## config.mk

```make
export PLATFORM = sky130hd
export DESIGN_NAME = accel_motion_classifier_unit
export DESIGN_NICKNAME = d
export VERILOG_FILES = /design/src/rtl/amc_pkg.sv /design/src/rtl/amc_isqrt.sv /design/src/rtl/accel_motion_classifier_unit.sv
export SDC_FILE = /design/constraint.sdc
export NUM_CORES = 2
export LEC_CHECK = 0
export BUFFER_PORTS_ARGS = -buffer_cell sky130_fd_sc_hd__buf_4
export CORE_AREA = 2 2 282 284
export DETAILED_ROUTE_END_ITERATION = 8
export DIE_AREA = 0 0 284 286
export PLACE_DENSITY = 0.85
export SETUP_SLACK_MARGIN = 0.02
export SYNTH_ARGS = -nofsm -noshare
export SYNTH_HDL_FRONTEND = slang
export SYNTH_SLANG_ARGS = --single-unit
```

## constraint.sdc

```tcl
create_clock -name clk_i -period 7.13 [get_ports clk_i]
set_clock_uncertainty 0.05 [all_clocks]
set_input_delay 0.713 -clock clk_i [delete_from_list [all_inputs] [get_ports clk_i]]
set_output_delay 0.713 -clock clk_i [all_outputs]
set_load 0.02 [all_outputs]
```

## src/rtl/amc_pkg.sv

```systemverilog
// amc_pkg: shared types and constants of the accelerometer motion classifier
// used by amc_isqrt, accel_motion_classifier_unit and the bench; depends on nothing else

package amc_pkg;

  localparam int AXIS_W   = 16;
  localparam int MAG_W    = 16;
  localparam int CFG_W    = 16;
  localparam int CLASS_W  = 2;
  localparam int SQ_W     = 2 * MAG_W;
  localparam int OP_COUNT = 5;

  localparam int WINDOW_DEPTH_DEF = 16;

  localparam logic [MAG_W-1:0] MAG_MAX = 16'd56755;

  localparam logic [CFG_W-1:0] SHAKE_RST   = 16'd2500;
  localparam logic [CFG_W-1:0] CARRIED_RST = 16'd800;
  localparam logic [CFG_W-1:0] TRANSIT_RST = 16'd200;
  localparam logic [CFG_W-1:0] ONE_G_RST   = 16'd16384;

  typedef enum logic [1:0] {
    REG_SHAKE   = 2'd0,
    REG_CARRIED = 2'd1,
    REG_TRANSIT = 2'd2,
    REG_ONE_G   = 2'd3
  } cfg_reg_e;

  typedef enum logic [CLASS_W-1:0] {
    CLASS_STATIONARY = 2'd0,
    CLASS_TRANSIT    = 2'd1,
    CLASS_CARRIED    = 2'd2,
    CLASS_SHAKEN     = 2'd3
  } motion_class_e;

  typedef enum logic [1:0] {
    TAG_ACC = 2'd0,
    TAG_CSQ = 2'd1,
    TAG_TSQ = 2'd2
  } op_tag_e;

  typedef enum logic [2:0] {
    ST_IDLE   = 3'd0,
    ST_SQUARE = 3'd1,
    ST_ROOT   = 3'd2,
    ST_UPDATE = 3'd3,
    ST_DIVIDE = 3'd4,
    ST_WALK   = 3'd5,
    ST_FINISH = 3'd6
  } amc_state_e;

endpackage

```

## src/rtl/amc_isqrt.sv

```systemverilog
// amc_isqrt: bit-serial floor square root, two radicand bits per cycle
// depends on amc_pkg for widths

module amc_isqrt (
  input  logic                       clk_i,
  input  logic                       rst_ni,
  input  logic                       start_i,
  input  logic [amc_pkg::SQ_W-1:0]   radicand_i,
  output logic [amc_pkg::MAG_W-1:0]  root_o,
  output logic                       done_o
);
  import amc_pkg::*;

  localparam int REM_W  = MAG_W + 2;
  localparam int TRY_W  = MAG_W + 4;
  localparam int CNT_W  = $clog2(MAG_W);

  logic             busy_q, busy_d;
  logic             done_q, done_d;
  logic [CNT_W-1:0] cnt_q, cnt_d;
  logic [SQ_W-1:0]  rad_q, rad_d;
  logic [REM_W-1:0] rem_q, rem_d;
  logic [MAG_W-1:0] root_q, root_d;

  logic [TRY_W-1:0] rem_sh;
  logic [TRY_W-1:0] trial;
  logic             fits;

  // shift in the next radicand pair, try 4*root+1
  assign rem_sh = {rem_q, rad_q[SQ_W-1 -: 2]};
  assign trial  = {2'b00, root_q, 2'b01};
  assign fits   = (rem_sh >= trial);

  always_comb begin
    busy_d = busy_q;
    done_d = 1'b0;
    cnt_d  = cnt_q;
    rad_d  = rad_q;
    rem_d  = rem_q;
    root_d = root_q;
    if (start_i) begin
      busy_d = 1'b1;
      cnt_d  = '0;
      rad_d  = radicand_i;
      rem_d  = '0;
      root_d = '0;
    end else if (busy_q) begin
      rad_d  = {rad_q[SQ_W-3:0], 2'b00};
      rem_d  = fits ? REM_W'(rem_sh - trial) : REM_W'(rem_sh);
      root_d = {root_q[MAG_W-2:0], fits};
      cnt_d  = cnt_q + CNT_W'(1);
      if (cnt_q == CNT_W'(MAG_W - 1)) begin
        busy_d = 1'b0;
        done_d = 1'b1;
      end
    end
  end

  always_ff @(posedge clk_i or negedge rst_ni) begin
    if (!rst_ni) begin
      busy_q <= 1'b0;
      done_q <= 1'b0;
      cnt_q  <= '0;
    end else begin
      busy_q <= busy_d;
      done_q <= done_d;
      cnt_q  <= cnt_d;
    end
  end

  always_ff @(posedge clk_i) begin
    rad_q  <= rad_d;
    rem_q  <= rem_d;
    root_q <= root_d;
  end

  assign root_o = root_q;
  assign done_o = done_q;

endmodule

```

## src/rtl/accel_motion_classifier_unit.sv

```systemverilog
// accel_motion_classifier_unit: top level of the accelerometer motion classifier
// a sample passes the square feed, root, ring update, mean divide and ring walk before
// its result beat; a shaken sample skips the mean divide and ring walk
// one sample in flight; a result left waiting stalls the next
// reset: config registers take their defaults, the ring reads as zero through per-entry
// valid bits, write slot and running sum clear; no clearing pass; needs amc_pkg, amc_isqrt

module accel_motion_classifier_unit #(
  parameter int WINDOW_DEPTH = amc_pkg::WINDOW_DEPTH_DEF
) (
  input  logic                          clk_i,
  input  logic                          rst_ni,
  // configuration write port
  input  logic                          cfg_we_i,
  input  logic [1:0]                    cfg_index_i,
  input  logic [amc_pkg::CFG_W-1:0]     cfg_data_i,
  // sample channel
  input  logic                          in_valid_i,
  output logic                          in_ready_o,
  input  logic signed [amc_pkg::AXIS_W-1:0] accel_x_i,
  input  logic signed [amc_pkg::AXIS_W-1:0] accel_y_i,
  input  logic signed [amc_pkg::AXIS_W-1:0] accel_z_i,
  // result channel
  output logic                          out_valid_o,
  input  logic                          out_ready_i,
  output logic [amc_pkg::CLASS_W-1:0]   motion_class_o,
  output logic [amc_pkg::MAG_W-1:0]     magnitude_o
);
  import amc_pkg::*;

  // ring index, running sum, variance sum and threshold widths
  localparam int IDX_W = $clog2(WINDOW_DEPTH);
  localparam int NUM_W = IDX_W + 1;
  localparam int SUM_W = MAG_W + IDX_W;
  localparam int ACC_W = SQ_W + IDX_W;
  localparam int THR_W = SQ_W + 1 + NUM_W;
  localparam int DIV_CNT_W = $clog2(MAG_W);
  localparam int FEED_CNT_W = $clog2(OP_COUNT + 1);

  localparam logic [NUM_W-1:0] DEPTH_N = NUM_W'(WINDOW_DEPTH);

  function automatic logic [AXIS_W-1:0] abs_axis(input logic [AXIS_W-1:0] v);
    abs_axis = v[AXIS_W-1] ? (~v + AXIS_W'(1)) : v;
  endfunction

  function automatic logic [MAG_W-1:0] abs_diff(input logic [MAG_W-1:0] a,
                                                input logic [MAG_W-1:0] b);
    abs_diff = (a >= b) ? (a - b) : (b - a);
  endfunction

  // ------------------------------------------------------------------
  // configuration registers
  // ------------------------------------------------------------------
  logic [CFG_W-1:0] shake_q, carried_q, transit_q, one_g_q;

  always_ff @(posedge clk_i or negedge rst_ni) begin
    if (!rst_ni) begin
      shake_q   <= SHAKE_RST;
      carried_q <= CARRIED_RST;
      transit_q <= TRANSIT_RST;
      one_g_q   <= ONE_G_RST;
    end else if (cfg_we_i) begin
      unique case (cfg_reg_e'(cfg_index_i))
        REG_SHAKE:   shake_q   <= cfg_data_i;
        REG_CARRIED: carried_q <= cfg_data_i;
        REG_TRANSIT: transit_q <= cfg_data_i;
        REG_ONE_G:   one_g_q   <= cfg_data_i;
        default:     ;
      endcase
    end
  end

  // ------------------------------------------------------------------
  // state machine
  // ------------------------------------------------------------------
  amc_state_e state_q, state_d;

  logic in_beat;
  logic feed_issue;
  logic sq_drained;
  logic walk_issue;
  logic walk_drained;
  logic sqrt_start;
  logic ring_upd;
  logic div_step;
  logic out_load;
  logic root_done;
  logic shaken_now;

  logic [FEED_CNT_W-1:0] feed_cnt_q;
  logic                  opa_v_q, prod_v_q, rd_v_q;
  logic [NUM_W-1:0]      walk_cnt_q;
  logic [DIV_CNT_W-1:0]  div_cnt_q;
  logic                  shaken_q;
  logic                  out_valid_q;

  assign in_beat      = in_valid_i && in_ready_o;
  assign sq_drained   = (feed_cnt_q == '0) && !opa_v_q && !prod_v_q;
  assign walk_drained = (walk_cnt_q == DEPTH_N) && !rd_v_q && !opa_v_q && !prod_v_q;

  // next state
  always_comb begin
    state_d = state_q;
    unique case (state_q)
      ST_IDLE:   if (in_valid_i) state_d = ST_SQUARE;
      ST_SQUARE: if (sq_drained) state_d = ST_ROOT;
      ST_ROOT:   if (root_done) state_d = ST_UPDATE;
      ST_UPDATE: state_d = shaken_now ? ST_FINISH : ST_DIVIDE;
      ST_DIVIDE: if (div_cnt_q == DIV_CNT_W'(MAG_W - 1)) state_d = ST_WALK;
      ST_WALK:   if (walk_drained) state_d = ST_FINISH;
      ST_FINISH: if (!out_valid_q || out_ready_i) state_d = ST_IDLE;
      default:   state_d = ST_IDLE;
    endcase
  end

  // state outputs
  always_comb begin
    in_ready_o = 1'b0;
    feed_issue = 1'b0;
    sqrt_start = 1'b0;
    ring_upd   = 1'b0;
    div_step   = 1'b0;
    walk_issue = 1'b0;
    out_load   = 1'b0;
    unique case (state_q)
      ST_IDLE:   in_ready_o = 1'b1;
      ST_SQUARE: begin
        feed_issue = (feed_cnt_q != '0);
        sqrt_start = sq_drained;
      end
      ST_ROOT:   ;
      ST_UPDATE: ring_upd = 1'b1;
      ST_DIVIDE: div_step = 1'b1;
      ST_WALK:   walk_issue = (walk_cnt_q < DEPTH_N);
      ST_FINISH: out_load = !out_valid_q || out_ready_i;
      default:   ;
    endcase
  end

  always_ff @(posedge clk_i or negedge rst_ni) begin
    if (!rst_ni) begin
      state_q <= ST_IDLE;
    end else begin
      state_q <= state_d;
    end
  end

  // ------------------------------------------------------------------
  // operand feed: |x|, |y|, |z| then the two deviation levels, one per cycle
  // ------------------------------------------------------------------
  logic [MAG_W-1:0] feed_q [OP_COUNT];
  op_tag_e          feed_tag_q [OP_COUNT];

  always_ff @(posedge clk_i) begin
    if (in_beat) begin
      feed_q[0]     <= abs_axis(accel_x_i);
      feed_q[1]     <= abs_axis(accel_y_i);
      feed_q[2]     <= abs_axis(accel_z_i);
      feed_q[3]     <= carried_q;
      feed_q[4]     <= transit_q;
      feed_tag_q[0] <= TAG_ACC;
      feed_tag_q[1] <= TAG_ACC;
      feed_tag_q[2] <= TAG_ACC;
      feed_tag_q[3] <= TAG_CSQ;
      feed_tag_q[4] <= TAG_TSQ;
    end else if (feed_issue) begin
      for (int i = 0; i < OP_COUNT - 1; i++) begin
        feed_q[i]     <= feed_q[i+1];
        feed_tag_q[i] <= feed_tag_q[i+1];
      end
    end
  end

  always_ff @(posedge clk_i or negedge rst_ni) begin
    if (!rst_ni) begin
      feed_cnt_q <= '0;
    end else if (in_beat) begin
      feed_cnt_q <= FEED_CNT_W'(OP_COUNT);
    end else if (feed_issue) begin
      feed_cnt_q <= feed_cnt_q - FEED_CNT_W'(1);
    end
  end

  // ------------------------------------------------------------------
  // magnitude ring with per-entry valid bits
  // ------------------------------------------------------------------
  logic [MAG_W-1:0]        ring_mem [WINDOW_DEPTH];
  logic [WINDOW_DEPTH-1:0] ring_vld_q;
  logic [IDX_W-1:0]        slot_q;
  logic [IDX_W-1:0]        rd_addr;
  logic [MAG_W-1:0]        rd_data_q;
  logic                    rd_vld_q;
  logic [MAG_W-1:0]        rd_word;
  logic [MAG_W-1:0]        mag;

  // outside the walk the read port sits on the slot about to be overwritten
  assign rd_addr = (state_q == ST_WALK) ? walk_cnt_q[IDX_W-1:0] : slot_q;
  assign rd_word = rd_vld_q ? rd_data_q : '0;

  always_ff @(posedge clk_i) begin
    rd_data_q <= ring_mem[rd_addr];
  end

  always_ff @(posedge clk_i) begin
    if (ring_upd) begin
      ring_mem[slot_q] <= mag;
    end
  end

  always_ff @(posedge clk_i or negedge rst_ni) begin
    if (!rst_ni) begin
      ring_vld_q <= '0;
      rd_vld_q   <= 1'b0;
      slot_q     <= '0;
    end else begin
      rd_vld_q <= ring_vld_q[rd_addr];
      if (ring_upd) begin
        ring_vld_q[slot_q] <= 1'b1;
        slot_q <= (slot_q == IDX_W'(WINDOW_DEPTH - 1)) ? '0 : slot_q + IDX_W'(1);
      end
    end
  end

  // ------------------------------------------------------------------
  // shared square pipeline: operand, product, accumulate
  // ------------------------------------------------------------------
  logic [MAG_W-1:0] opa_q;
  op_tag_e          opa_tag_q, prod_tag_q;
  logic [SQ_W-1:0]  prod_q;
  logic [ACC_W-1:0] acc_q;
  logic [SQ_W-1:0]  csq_q, tsq_q;
  logic [MAG_W-1:0] mean_q;

  always_ff @(posedge clk_i) begin
    if (feed_issue) begin
      opa_q     <= feed_q[0];
      opa_tag_q <= feed_tag_q[0];
    end else begin
      // deviation of the ring entry read last cycle from the mean
      opa_q     <= abs_diff(rd_word, mean_q);
      opa_tag_q <= TAG_ACC;
    end
    prod_q     <= SQ_W'(opa_q) * SQ_W'(opa_q);
    prod_tag_q <= opa_tag_q;
  end

  always_ff @(posedge clk_i or negedge rst_ni) begin
    if (!rst_ni) begin
      opa_v_q  <= 1'b0;
      prod_v_q <= 1'b0;
      rd_v_q   <= 1'b0;
    end else begin
      rd_v_q   <= walk_issue;
      opa_v_q  <= feed_issue || rd_v_q;
      prod_v_q <= opa_v_q;
    end
  end

  always_ff @(posedge clk_i) begin
    if (in_beat || ring_upd) begin
      acc_q <= '0;
    end else if (prod_v_q) begin
      case (prod_tag_q)
        TAG_ACC: acc_q <= acc_q + ACC_W'(prod_q);
        TAG_CSQ: csq_q <= prod_q;
        TAG_TSQ: tsq_q <= prod_q;
        default: ;
      endcase
    end
  end

  // ------------------------------------------------------------------
  // magnitude root
  // ------------------------------------------------------------------
  amc_isqrt u_isqrt (
    .clk_i      (clk_i),
    .rst_ni     (rst_ni),
    .start_i    (sqrt_start),
    .radicand_i (acc_q[SQ_W-1:0]),
    .root_o     (mag),
    .done_o     (root_done)
  );

  // ------------------------------------------------------------------
  // ring update, shake test, running sum and thresholds
  // ------------------------------------------------------------------
  logic [SUM_W-1:0] sum_q, sum_d;
  logic [THR_W-1:0] cthr_q, tthr_q;

  assign shaken_now = (abs_diff(mag, one_g_q) > shake_q);
  // old entry leaves the running sum, new magnitude joins it
  assign sum_d      = (sum_q - SUM_W'(rd_word)) + SUM_W'(mag);

  always_ff @(posedge clk_i or negedge rst_ni) begin
    if (!rst_ni) begin
      sum_q    <= '0;
      shaken_q <= 1'b0;
    end else if (ring_upd) begin
      sum_q    <= sum_d;
      shaken_q <= shaken_now;
    end
  end

  // floor(s/n) > c*c exactly when s >= n*(c*c + 1)
  always_ff @(posedge clk_i) begin
    if (ring_upd) begin
      cthr_q <= (THR_W'(csq_q) + THR_W'(1)) * THR_W'(WINDOW_DEPTH);
      tthr_q <= (THR_W'(tsq_q) + THR_W'(1)) * THR_W'(WINDOW_DEPTH);
    end
  end

  // ------------------------------------------------------------------
  // mean: restoring division by the window depth, one quotient bit a cycle
  // ------------------------------------------------------------------
  logic [IDX_W-1:0] drem_q;
  logic [NUM_W-1:0] drem_sh;
  logic             dbit;

  assign drem_sh = {drem_q, mean_q[MAG_W-1]};
  assign dbit    = (drem_sh >= DEPTH_N);

  always_ff @(posedge clk_i) begin
    if (ring_upd) begin
      // the upper part of the sum is always below the depth
      drem_q <= sum_d[SUM_W-1:MAG_W];
      mean_q <= sum_d[MAG_W-1:0];
    end else if (div_step) begin
      drem_q <= dbit ? IDX_W'(drem_sh - DEPTH_N) : IDX_W'(drem_sh);
      mean_q <= {mean_q[MAG_W-2:0], dbit};
    end
  end

  always_ff @(posedge clk_i or negedge rst_ni) begin
    if (!rst_ni) begin
      div_cnt_q  <= '0;
      walk_cnt_q <= '0;
    end else begin
      if (ring_upd) begin
        div_cnt_q <= '0;
      end else if (div_step) begin
        div_cnt_q <= div_cnt_q + DIV_CNT_W'(1);
      end
      if (div_step) begin
        walk_cnt_q <= '0;
      end else if (walk_issue) begin
        walk_cnt_q <= walk_cnt_q + NUM_W'(1);
      end
    end
  end

  // ------------------------------------------------------------------
  // result register, frees the core while a beat waits downstream
  // ------------------------------------------------------------------
  motion_class_e    class_sel;
  logic [THR_W-1:0] var_sum;
  logic [CLASS_W-1:0] class_q;
  logic [MAG_W-1:0]   mag_out_q;

  assign var_sum = THR_W'(acc_q);

  always_comb begin
    if (shaken_q) begin
      class_sel = CLASS_SHAKEN;
    end else if (var_sum >= cthr_q) begin
      class_sel = CLASS_CARRIED;
    end else if (var_sum >= tthr_q) begin
      class_sel = CLASS_TRANSIT;
    end else begin
      class_sel = CLASS_STATIONARY;
    end
  end

  always_ff @(posedge clk_i or negedge rst_ni) begin
    if (!rst_ni) begin
      out_valid_q <= 1'b0;
    end else if (out_load) begin
      out_valid_q <= 1'b1;
    end else if (out_ready_i) begin
      out_valid_q <= 1'b0;
    end
  end

  always_ff @(posedge clk_i) begin
    if (out_load) begin
      class_q   <= class_sel;
      mag_out_q <= mag;
    end
  end

  assign out_valid_o    = out_valid_q;
  assign motion_class_o = class_q;
  assign magnitude_o    = mag_out_q;

`ifndef SYNTH
  a_slot_in_range: assert property (@(posedge clk_i) disable iff (!rst_ni)
    32'(slot_q) < WINDOW_DEPTH)
    else $error("write slot beyond the window");

  a_beat_starts_work: assert property (@(posedge clk_i) disable iff (!rst_ni)
    in_beat |=> (state_q == ST_SQUARE))
    else $error("accepted beat did not start the square phase");

  a_root_done_in_root: assert property (@(posedge clk_i) disable iff (!rst_ni)
    root_done |-> (state_q == ST_ROOT))
    else $error("root finished outside the root phase");

  a_prod_phase: assert property (@(posedge clk_i) disable iff (!rst_ni)
    prod_v_q |-> (state_q == ST_SQUARE || state_q == ST_WALK))
    else $error("square pipeline busy outside square or walk phase");

  a_mag_bound: assert property (@(posedge clk_i) disable iff (!rst_ni)
    out_load |-> (mag <= MAG_MAX))
    else $error("magnitude above the largest possible root");
`endif

endmodule

```

; Word-level counts from Yosys, hierarchy flattened
; Memory sizes are Yosys's and may differ from the RTL's. A register that Yosys moved wholly into a read port is not among the register bits.
; Cells that the tools add are included.
[totals]
register_bits = 453
ram_bits = 346
input_bits = 71
output_inout_bits = 20
memories = 3
[mem_list]
columns = name, depth, word_bits, read_ports, rd_ports_with_merged_regs, write_ports, line_no
row1 = ring_mem, 16, 16, 1, 1, 1, accel_motion_classifier_unit.sv:187  ; logic [MAG_W-1:0] ring_mem [WINDOW_DEPTH];
row2 = feed_q, 5, 16, 5, 0, 5, accel_motion_classifier_unit.sv:151  ; logic [MAG_W-1:0] feed_q [OP_COUNT];
row3 = feed_tag_q, 5, 2, 5, 1, 5, accel_motion_classifier_unit.sv:152  ; op_tag_e feed_tag_q [OP_COUNT];
[op_classes]
addsub = 19
mul = 1
magnitude_cmp = 11
eq_ne = 21
muxes = 69
bitwise_logic = 13
reduce_logical = 34
[ops]
columns = op, count
row1 = $mux 16, 13
row2 = $ge 36x38->1, 2
row3 = $add 32x1->33 const B, 2
row4 = $mux 32, 2
row5 = $sub 16x16->16, 4
row6 = $add 16x1->16 const B, 3
row7 = $not 16->16, 3
row8 = $add 36x32->36, 1
row9 = $mux 4, 9
row10 = $ge 16x16->1, 2
row11 = $mul 16x16->32, 1
row12 = $mux 1, 26
row13 = $mux 3, 8
row14 = $pmux 3 s7, 1
row15 = $add 20x16->20, 1
row16 = $ge 20x18->1, 1
row17 = $sub 20x16->20, 1
row18 = $mux 18, 1
row19 = $sub 18x18->18, 1
row20 = $gt 16x16->1, 1
row21 = $or 16x16->16, 1
row22 = $add 4x1->4 const B, 3
row23 = $eq 4x4->1 const B, 3
row24 = $lt 4x5->1 const B, 2
row25 = 31 further kinds, 76

; Logic depth before layout (Yosys ltp)
[logic_depth]
depth_word = 6
mapped_depth = 25
mapped_depth_nobuf = 24

; Hierarchy
; Synthesis repeated with hierarchy kept, for this count alone.
[unflattened]
hier_cells = 4363
area_unflattened_um2 = 47052.6
[modules_own_cells]
columns = mod, instances, cells_each, area_each_um2
row1 = accel_motion_classifier_unit, 1, 3990, 43076.3
row2 = amc_isqrt, 1, 373, 3976.3

; Least setup slack after synthesis
; OpenSTA, ideal clock, no wires.
[synth_path]
path_type = register -> register
start = register opa_q[4]
end = register prod_q[27]
setup_time_ps = 121
t_arrival_ps = 6060
required_ps = 6959
slack_ps = 899
path_stages_with_launch = 23
period_less_slack_ps = 6231
cell_sequence = dfxtp_1 clkbuf_1 clkbuf_1 nand2_1 fa_1 inv_1 fa_1 fa_1 fa_1 fa_1 inv_1 fa_1 inv_1 ha_1 a21o_1 a21oi_1 nor2b_1 a311oi_1 o21ai_1 a31oi_2 o22ai_1 a211o_1 xor2_1
[synth_via]
elab_chain_len = 1
[synth_rtl]
columns = element, line_no
row1 = start: declaration, accel_motion_classifier_unit.sv:227  ; logic [MAG_W-1:0] opa_q;
row2 = start signal: assignment, accel_motion_classifier_unit.sv:236  ; opa_q <= feed_q[0];
row3 = start signal: assignment, accel_motion_classifier_unit.sv:240  ; opa_q <= abs_diff(rd_word, mean_q);
row4 = $mul 16x16->32, accel_motion_classifier_unit.sv:243  ; prod_q <= SQ_W'(opa_q) * SQ_W'(opa_q);
row5 = end signal: assignment, accel_motion_classifier_unit.sv:243
row6 = end: declaration, accel_motion_classifier_unit.sv:229  ; logic [SQ_W-1:0] prod_q;
; Every way passes these cells.
; A chain may end at the register's enable or synchronous reset.

; Final worst setup path
[layout_path]
start = register opa_q[5]
end = register prod_q[27]
; Same word-level chain as after synthesis.

==> results.txt <==
Ys Warns: 0
First-pass GRT wire length: 172.7 mm
Clk sink count: 810
WP data required: 7.59 ns
Die Wd: 284 µm
Min Clock Period, post-route: 6.669 ns
CP top delay family: adder cells
Clock Root Buffer: clkbuf_16
CTS Buf Count: 83
Status: completed
Post-route cell area: 0.05092 mm²
Crit end category: flip-flop
DRC viols: 0
Register area share after synthesis: 47.84%
CP Buf/Inv Count: 6
# diodes: 0
Worst slew pin tran: 1.256 ns
Startpoint types: flip-flop
Vias in the first global route: 32710
Leading area contributor after synthesis: edfxtp_1
DR WL/cell: 19.54 µm
Gate count of the mapped netlist: 4388
Unrepaired setup endpoints after global routing: no
Avg Vias per Cell: 5.900
Setup TNS: 0 ns
FP Rows: 103
Cell Area, Synth: 0.04664 mm²
Critical Path AT: 7.13 ns
# setup viols final: 0
Post-Syn Area per Cell: 10.63 µm²
CTS H-tree lvls: 3
First-pass iteration count of the detailed router: 5
Initial antenna violation count: 2
Most used DFF post-synth: edfxtp_1
Fin crit share: 93.53%
Worst-path clk slew: 0.06 ns
Slew Limit Headroom: 16.26%
Yosys reg bits: 810
Global Route Usage Sum: 26.58%
Die Y: 286 µm
Core Area: 0.07836 mm²
Layout cells sized above 1: 8.742%
Max Freq: 150.0 MHz
Final Wtd Congestion: 0.9117
FFs w/ async S/R, synth: 16.17%
CP max FO: 17
Initial Util: 59.52%
DR iter-0 viols: 3080
GR Overflow Total: 0
Top post-synthesis cells by count: nand2_1 (589), edfxtp_1 (542), inv_1 (489), ha_1 (326), a21oi_1 (234)
Placed inst area: 0.04813 mm²
Non-filler cells, final: 5500
# Post-CTS Setup Buffers: 0
Clock latency on the worst-skew pair: 0.68 ns
Minimum hold slack: 0.2778 ns
CP max stage delay: 0.73 ns
Setup Crit Path Kind: flip-flop to flip-flop
Top cells by area, synth: edfxtp_1 (35%), ha_1 (8.7%), fa_1 (7.9%), dfrtp_1 (6.4%), dfxtp_1 (5.9%)
I/O Buffers: 90
Placed Cells: 5345
Ports: 91
Drt total wl: 107.4 mm
Die area: 0.08122 mm²
Number of fill cells: 5828
Layout Nets: 4962
Post-DP HPWL: 73.62 mm
Largest net degree at the start of global routing: 137
Final hold viol count: 0
Via count: 32450
CTS tree: built
CP cell instances: and2_1 > inv_1 > fa_1 > inv_1 > fa_1 > inv_1 > fa_1 > inv_1 > fa_1 > fa_1 > inv_1 > fa_1 > inv_1 > ha_1 > a21oi_1 > o21ai_0 > a311oi_1 > o21ai_1 > a31oi_2 > o22ai_1 > a211o_1 > xor2_1
Slowest cell on the critical path: dfxtp_1
Synth unique cells: 84
Detail Route Antenna Nets: 0
Hold Crit Class: input pin to flip-flop
Synth top area share: 34.90%
Most numerous cell in the Yosys netlist: nand2_1
Post-synth EDFFs: 542
Clk buf depth: 3
Final max-slew violation count: 0
Syn-to-layout area delta: 9.194%
Total of max-cap violations: 0
[cells by family after synthesis]
family | Yosys count | share of synthesized area [%]
muxes | 102 | 2.339
adders and majority gates | 510 | 16.64
DFF | 810 | 47.84
AOI/OAI and AO/OA | 895 | 12.26
other | 1 | 0.008041
buffers and inverters | 708 | 5.795
xor gates and xnor gates | 161 | 3.024
and+or+nand+nor | 1201 | 12.08
[worst register-to-register path, delay by kind of cell (launching register included)]
kind,cells,cell delay (ns)
fa+ha+maj,7,3.39
compound gates,7,1.65
flops,1,0.73
buf+inv,6,0.33
simple gates,1,0.27
xor+xnor,1,0.14
[sequential cells by signal, summed over array words and instances (netlist names), 18 cells and up]
name / count
u_isqrt.rem_q: 18
prod_q: 31
cthr_q: 33
acc_q: 36
feed_q: 80
tthr_q: 33
ring_mem: 256
sum_q: 20
u_isqrt.rad_q: 32
csq_q: 31
tsq_q: 31
[layer usage]
metal  up-vias  global-route usage (%)  wire length, µm
met4         2                   9.908             3904
met1     15930                   33.94            43040
li1      15140                       -                -
met5         -                       0               11
met2      1140                   46.65            54160
met3       243                   3.278             6340
[placed cells by master, fill, tap and decap left out, types with 54 or more instances in the layout]
cell       synthesis  routed
nor2_1           161     159
a211oi_1         107     107
a21o_1            92      92
dfxtp_1          137     136
ha_1             326     326
mux2_2            55      55
fa_1             184     184
nand2_1          589     588
buf_4              1     122
dfrtp_1          119     118
xor2_1            88      88
o21ai_0          220     220
edfxtp_1         542     542
inv_1            489     488
a21oi_1          234     233
clkbuf_16          0      83
xnor2_1           73      73
a31oi_1           54      54
and2_1           142     142
[what timing repair did]
action,CTS,global route
setup endpoints to repair,0,2
hold buffers,1,0
hold endpoints to repair,46,0
resized for setup,0,1
[area by class of cell]
| type | instances | area [µm²] | share of cell area, % |
|---|---|---|---|
| Timing Repair Buffer | 125 | 957.2 | 1.880 |
| Multi-Input combinational cell | 2871 | 21720 | 42.64 |
| Clock inverter | 45 | 536.8 | 1.054 |
| Inverter | 490 | 1842 | 3.617 |
| Tap cell | 1050 | 1314 | 2.580 |
| Clock buffer | 109 | 2245 | 4.408 |
| Sequential cell | 810 | 22310 | 43.82 |
[metrics by stage]
step           setup slack [ns]  util (%)
2_1_floorplan            0.8989         -
3_3_place_gp             0.6861     61.43
3_5_place_dp             0.5535     61.43
4_1_cts                  0.4719     64.99
5_1_grt                 0.03867     64.99
6_report                 0.4613     64.99
[worst paths after layout]
check,slack [ns],from,depth (start not counted),to
worst max-delay path,0.46,opa_q[5],22,prod_q[27]
worst max register to register,0.46,opa_q[5],22,prod_q[27]
max in group asynchronous,5.05,rst_ni,3,sum_q[15]
worst min-delay path,0.28,cfg_data_i[12],2,transit_q[12]
min in group asynchronous,0.53,rst_ni,2,ring_vld_q[12]
worst min register to register,0.33,opa_v_q,0,prod_v_q
Power is not shown: default switching activity piles up to over one toggle a cycle in this logic, so the estimate is an artifact.
